## config.mk

```make
export PLATFORM = sky130hd
export DESIGN_NAME = gewt_trip
export DESIGN_NICKNAME = d
export VERILOG_FILES = /design/src/rtl/core/gforce_event_window_table_unit_assert.svh /design/src/rtl/core/gewt_pkg.sv /design/src/rtl/core/gewt_trip.sv
export SDC_FILE = /design/constraint.sdc
export NUM_CORES = 1
export LEC_CHECK = 0
export BUFFER_PORTS_ARGS = -buffer_cell sky130_fd_sc_hd__buf_2
export CELL_PAD_IN_SITES_DETAIL_PLACEMENT = 0
export CELL_PAD_IN_SITES_GLOBAL_PLACEMENT = 1
export CORE_ASPECT_RATIO = 0.75
export CORE_UTILIZATION = 42
export DETAILED_ROUTE_END_ITERATION = 10
export GPL_ROUTABILITY_DRIVEN = 0
export PLACE_DENSITY_LB_ADDON = 0.1
export SLEW_MARGIN = 40
export SYNTH_ARGS = -nofsm -noshare
export SYNTH_HDL_FRONTEND = slang
export SYNTH_SLANG_ARGS = --single-unit
```

## constraint.sdc

```tcl
create_clock -name vclk -period 9
set_input_delay 1.35 -clock vclk [all_inputs]
set_output_delay 1.35 -clock vclk [all_outputs]
set_load 0.01 [all_outputs]
```

## src/rtl/core/gforce_event_window_table_unit_assert.svh

```systemverilog
// ----------------------------------------------------------------------------
// assertion macros for the g-force event window table unit
// concurrent checks that vanish in synthesis
// ----------------------------------------------------------------------------
`ifndef GFORCE_EVENT_WINDOW_TABLE_UNIT_ASSERT_SVH
`define GFORCE_EVENT_WINDOW_TABLE_UNIT_ASSERT_SVH

`ifndef SYNTHESIS
// property must hold at every clock edge outside reset
`define GEWT_ASSERT(lbl, clk, rst_n, prop) \
  lbl: assert property (@(posedge clk) disable iff (!rst_n) prop) \
    else $error("gewt assertion failed");
// condition must never be true outside reset
`define GEWT_ASSERT_NEVER(lbl, clk, rst_n, cond) \
  lbl: assert property (@(posedge clk) disable iff (!rst_n) !(cond)) \
    else $error("gewt forbidden condition seen");
`else
`define GEWT_ASSERT(lbl, clk, rst_n, prop)
`define GEWT_ASSERT_NEVER(lbl, clk, rst_n, cond)
`endif

`endif

```

## src/rtl/core/gewt_pkg.sv

```systemverilog
// ----------------------------------------------------------------------------
// gewt_pkg
// shared types, codes and the per-axis limit test
// ----------------------------------------------------------------------------
package gewt_pkg;

  // result action codes
  localparam logic [2:0] ActQuiet    = 3'd0;
  localparam logic [2:0] ActBadOrder = 3'd1;
  localparam logic [2:0] ActNew      = 3'd2;
  localparam logic [2:0] ActStartExt = 3'd3;
  localparam logic [2:0] ActCovered  = 3'd4;
  localparam logic [2:0] ActEndExt   = 3'd5;
  localparam logic [2:0] ActFull     = 3'd6;

  // configuration register indexes
  localparam logic [2:0] RegRefX     = 3'd0;
  localparam logic [2:0] RegRefY     = 3'd1;
  localparam logic [2:0] RegRefZ     = 3'd2;
  localparam logic [2:0] RegOrder    = 3'd3;
  localparam logic [2:0] RegFbLim    = 3'd4;
  localparam logic [2:0] RegLrLim    = 3'd5;
  localparam logic [2:0] RegUdLim    = 3'd6;
  localparam logic [2:0] RegWindow   = 3'd7;

  // mounting group codes (high nibble of the order register) and sub codes (low nibble)
  localparam logic [3:0] Grp1 = 4'h1;
  localparam logic [3:0] Grp2 = 4'h2;
  localparam logic [3:0] Grp3 = 4'h3;
  localparam logic [3:0] Grp4 = 4'h4;
  localparam logic [3:0] Grp5 = 4'h5;
  localparam logic [3:0] Grp6 = 4'h6;
  localparam logic [3:0] SubA = 4'h1;
  localparam logic [3:0] SubB = 4'h2;

  typedef struct packed {
    logic bad_order;
    logic trip;
  } trip_res_t;

  // below the pivot the negative limit applies, else the positive one
  function automatic logic axis_trips(input logic signed [16:0] d,
                                      input logic [31:0] lim,
                                      input logic signed [16:0] pivot);
    logic signed [16:0] pos_lim;
    logic signed [16:0] neg_lim;
    pos_lim = {lim[31], lim[31:16]};
    neg_lim = {lim[15], lim[15:0]};
    return (d < pivot) ? (d <= neg_lim) : (d >= pos_lim);
  endfunction

endpackage

```

## src/rtl/core/gewt_trip.sv

```systemverilog
// ----------------------------------------------------------------------------
// gewt_trip
// axis mapping, reference subtraction and limit compares
// ----------------------------------------------------------------------------
module gewt_trip #(
  parameter int COUNTS_PER_G = 37
) (
  input  logic [15:0]         raw_x_i,
  input  logic [15:0]         raw_y_i,
  input  logic [15:0]         raw_z_i,
  input  logic [15:0]         ref_x_i,
  input  logic [15:0]         ref_y_i,
  input  logic [15:0]         ref_z_i,
  input  logic [7:0]          axis_order_i,
  input  logic [31:0]         fb_limits_i,
  input  logic [31:0]         lr_limits_i,
  input  logic [31:0]         ud_limits_i,
  output gewt_pkg::trip_res_t res_o
);
  import gewt_pkg::*;

  localparam logic signed [16:0] UdPivot = 17'(COUNTS_PER_G);

  logic signed [16:0] dx, dy, dz, fb, lr, ud;
  logic [3:0] hi, lo;
  logic first;

  assign dx = $signed({1'b0, raw_x_i}) - $signed({1'b0, ref_x_i});
  assign dy = $signed({1'b0, raw_y_i}) - $signed({1'b0, ref_y_i});
  assign dz = $signed({1'b0, raw_z_i}) - $signed({1'b0, ref_z_i});
  assign hi = axis_order_i[7:4];
  assign lo = axis_order_i[3:0];
  assign first = (lo == SubA) || (lo == SubB);

  always_comb begin
    fb = dx;
    lr = dy;
    ud = dz;
    res_o.bad_order = 1'b0;
    unique case (hi)
      Grp1, Grp2: begin
        fb = first ? dx : dy;
        lr = first ? dy : dx;
        ud = dz;
      end
      Grp3, Grp4: begin
        fb = first ? dy : dz;
        lr = first ? dz : dy;
        ud = dx;
      end
      Grp5, Grp6: begin
        fb = first ? dx : dz;
        lr = first ? dz : dx;
        ud = dy;
      end
      default: begin
        res_o.bad_order = 1'b1;
      end
    endcase
    res_o.trip = !res_o.bad_order &&
                 (axis_trips(fb, fb_limits_i, 17'sd0) ||
                  axis_trips(lr, lr_limits_i, 17'sd0) ||
                  axis_trips(ud, ud_limits_i, UdPivot));
  end

endmodule

```

==> flow_summary_export.csv <==
group,metric,value,unit
outcome,outcome,"finished clean",
routing,detail-route-antenna-nets,0,
clock_tree,postCtsHoldBufs,0,
yosys,synth.area.mux_share,1.71,%
pwr,p_clk_share,0,%
pwr,finalPower,0.827,mW
routing,vias,8333,
yosys,avgSynthCellArea,6.65,sq um
layout,stdcell_count,1464,
sta,hold_violations,0,
sta,max_freq,0.132,GHz
yosys,synth_top_family_by_area,"compound AO/OA/AOI/OAI gates",
yosys,synth_cell_types,82,
global_route,grt_max_degree,48,
global_route,antenna_found_initial,0,
sta,layout_worst_path_cycle_share,84.2,%
yosys,synthAdderAreaFrac,27.0,%
floorplan,start_util,43.8,%
sta,tightest_slew,827,ps
sta,setup-tns-final,0,ps
place,place_area,8410,sq um
clock_tree,post_cts_resize_count,0,
global_route,overflow,0,
floorplan,rows,40,
hold_path,min_delay_path_depth,8,
layout,diodes,0,
place,hpwl,20.3,mm
critical_path,worst-endpoint-required,7650,ps
hold_path,min_to,"res_o[0]",
pwr,p_int,0.334,mW
routing,viasPerCell,5.69,
layout,n_fill_cell,1721,
pwr,ir_worst_vdd,34.4,uV
routing,routed_wl,24.2,mm
place,io_buffers,202,
yosys,synth_compound_area_share,36.6,%
yosys,syn-instance-count,1078,
routing,drt_pre_antenna_iters,5,
routing,drt_iter0_markers,700,
floorplan,die_w,153,microns
global_route,grt_usage,26.5,%
routing,drc,0,
yosys,synth_xor_area_share,4.89,%
sta,maxSlewHeadroom,44.4,%
layout,clock_buffers,0,
pwr,p_leak,4.59,nW
floorplan,core,16400,sq um
layout,fin_area,8420,sq um
critical_path,arrival,6230,ps
sta,rsz0062_at_grt,"false",
global_route,grt_pass1_wl,37.7,mm
critical_path,worstSetupPathType,"in -> out",
yosys,synth_top_area_share,26.2,%
pwr,seq_power_share,0,%
hold_path,min_from,"ud_limits_i[28]",
layout,drive_gt1_share,19.5,%
global_route,grt_pass1_vias,7372,
critical_path,cp-start-kind,"input port",
yosys,synthesis.area,7170,sq um
sta,slew_violations,0,
clock_tree,cts_setup_buffers,0,
critical_path,critical_path_peak_fanout,6,
layout,layout.nets,1609,
layout,area_growth,17.4,%
yosys,ys.warnings.count,0,
hold_path,hp-class,"in -> out",
job,cap_violations,0,
yosys,yosys.area_share.simple,19.1,%
critical_path,endpoint_kind,"primary output",
yosys,yosys-top-cells-area,"ha_1, inv_1, a21oi_1, o21ai_0, nor2_1",
yosys,seq_area_frac_synth,0,%
sta,final.min_clock_period,7580,ps
yosys,yosysMostFrequentCell,"inv_1",
pwr,power.switching,0.493,mW
routing,wl_per_cell,16.5,microns
yosys,ys_top_cells_by_count,"inv_1, ha_1, a21oi_1",
floorplan,io_pins,202,
yosys,syn_nets,1431,
sta,whs,3540,ps
layout,seq_cells,0,
yosys,netlist.top_cell.by_area,"ha_1",
pwr,sw_frac_of_total,59.7,%
layout,seqCellArea,0,sq um
pwr,power_frac_comb,100.0,%
floorplan,die-area,17600,sq um
pwr,pwr_density_cell,98.2,nW/um^2
sta,setup_violations,0,
floorplan,dieHeight,115,microns
place,dp.cells,1463,
==> cell families (layout without fill, tap and decap cells) <==
| family | Yosys count | in the layout |
|---|---|---|
| muxes | 12 | 12 |
| buffers and inverters | 200 | 376 |
| and+or+nand+nor | 284 | 284 |
| AOI/OAI and AO/OA | 392 | 392 |
| xor gates and xnor gates | 37 | 37 |
| adders and majority gates | 153 | 153 |
==> stage by stage <==
stage	util [%]	setup slack, ps
after CTS	51.4	1460
final	51.5	1420
after global placement	51.3	1530
after floorplan	-	2290
after global routing	51.5	1020
after detailed placement	51.4	1460
==> metal layers <==
metal	global-route usage, %	up-vias	routed length (microns)
li1	-	4274	-
met1	38.7	3677	12200
met2	42.4	360	9880
met3	3.20	22	1840
met4	3.50	0	279
met5	0	-	0
==> area by class of cell <==
cell class / instances / area, sq um / area share [%]
multi-input combinational: 878 / 6430 / 76.4
timing repair buffer: 216 / 1130 / 13.4
inverter: 160 / 601 / 7.13
tap: 210 / 263 / 3.12
==> worst max-delay path: stages <==
cell and delay [ps]:
buf_2 80, inv_1 30, ha_1 220, fa_1 430, nand2b_1 180, a21oi_1 230, o31a_2 230, a21oi_2 80
a21oi_1 160, xor2_1 550, a21oi_1 150, o22ai_1 220, mux2i_1 100, a21oi_1 230, ha_1 280, a21o_1 160
a2111oi_0 380, o211ai_1 150, a31oi_1 160, a21oi_1 50, mux2_2 310, a221oi_2 190, o221ai_1 150, buf_2 170
==> power groups by stage <==
| stage | Clock, mW | Combinational (mW) | Sequential [mW] |
|---|---|---|---|
| finish | 0 | 0.827 | 0 |
| global route | 0 | 0.919 | 0 |
| CTS | 0 | 0.811 | 0 |
| detailed placement | 0 | 0.805 | 0 |
| global placement | 0 | 0.797 | 0 |
| floorplan | 0 | 0.567 | 0 |
==> worst max path at each step <==
| stage | start | end | slack [ps] | cells past startpoint |
|---|---|---|---|---|
| global route | raw_x_i[0] | res_o[0] | 1020 | 24 |
| floorplan | raw_x_i[0] | res_o[0] | 2290 | 22 |
| CTS | raw_x_i[0] | res_o[0] | 1460 | 24 |
| global placement | raw_x_i[0] | res_o[0] | 1530 | 24 |
| detailed placement | raw_x_i[0] | res_o[0] | 1460 | 24 |
| finish | raw_x_i[0] | res_o[0] | 1420 | 24 |
==> cell usage in the layout (no fill, tap or decap), drive strengths merged, types with 6 or more instances in the layout <==
cell type,n
xnor2,20
nor3,26
o22a,10
ha,150
o211ai,9
o21ai,79
a2111oi,8
a21oi,106
nand2,70
a31oi,7
nor2b,11
o21a,14
o31a,7
or3,8
buf,215
nand4,15
nand2b,18
o221ai,7
o2111ai,6
and3,6
nor2,86
a22oi,16
inv,160
a221o,6
a211oi,12
a21o,40
o22ai,20
o21bai,7
nand3,19
xor2,17
and2,6
mux2i,10
No activity file was read; power rests on OpenSTA's default activity.
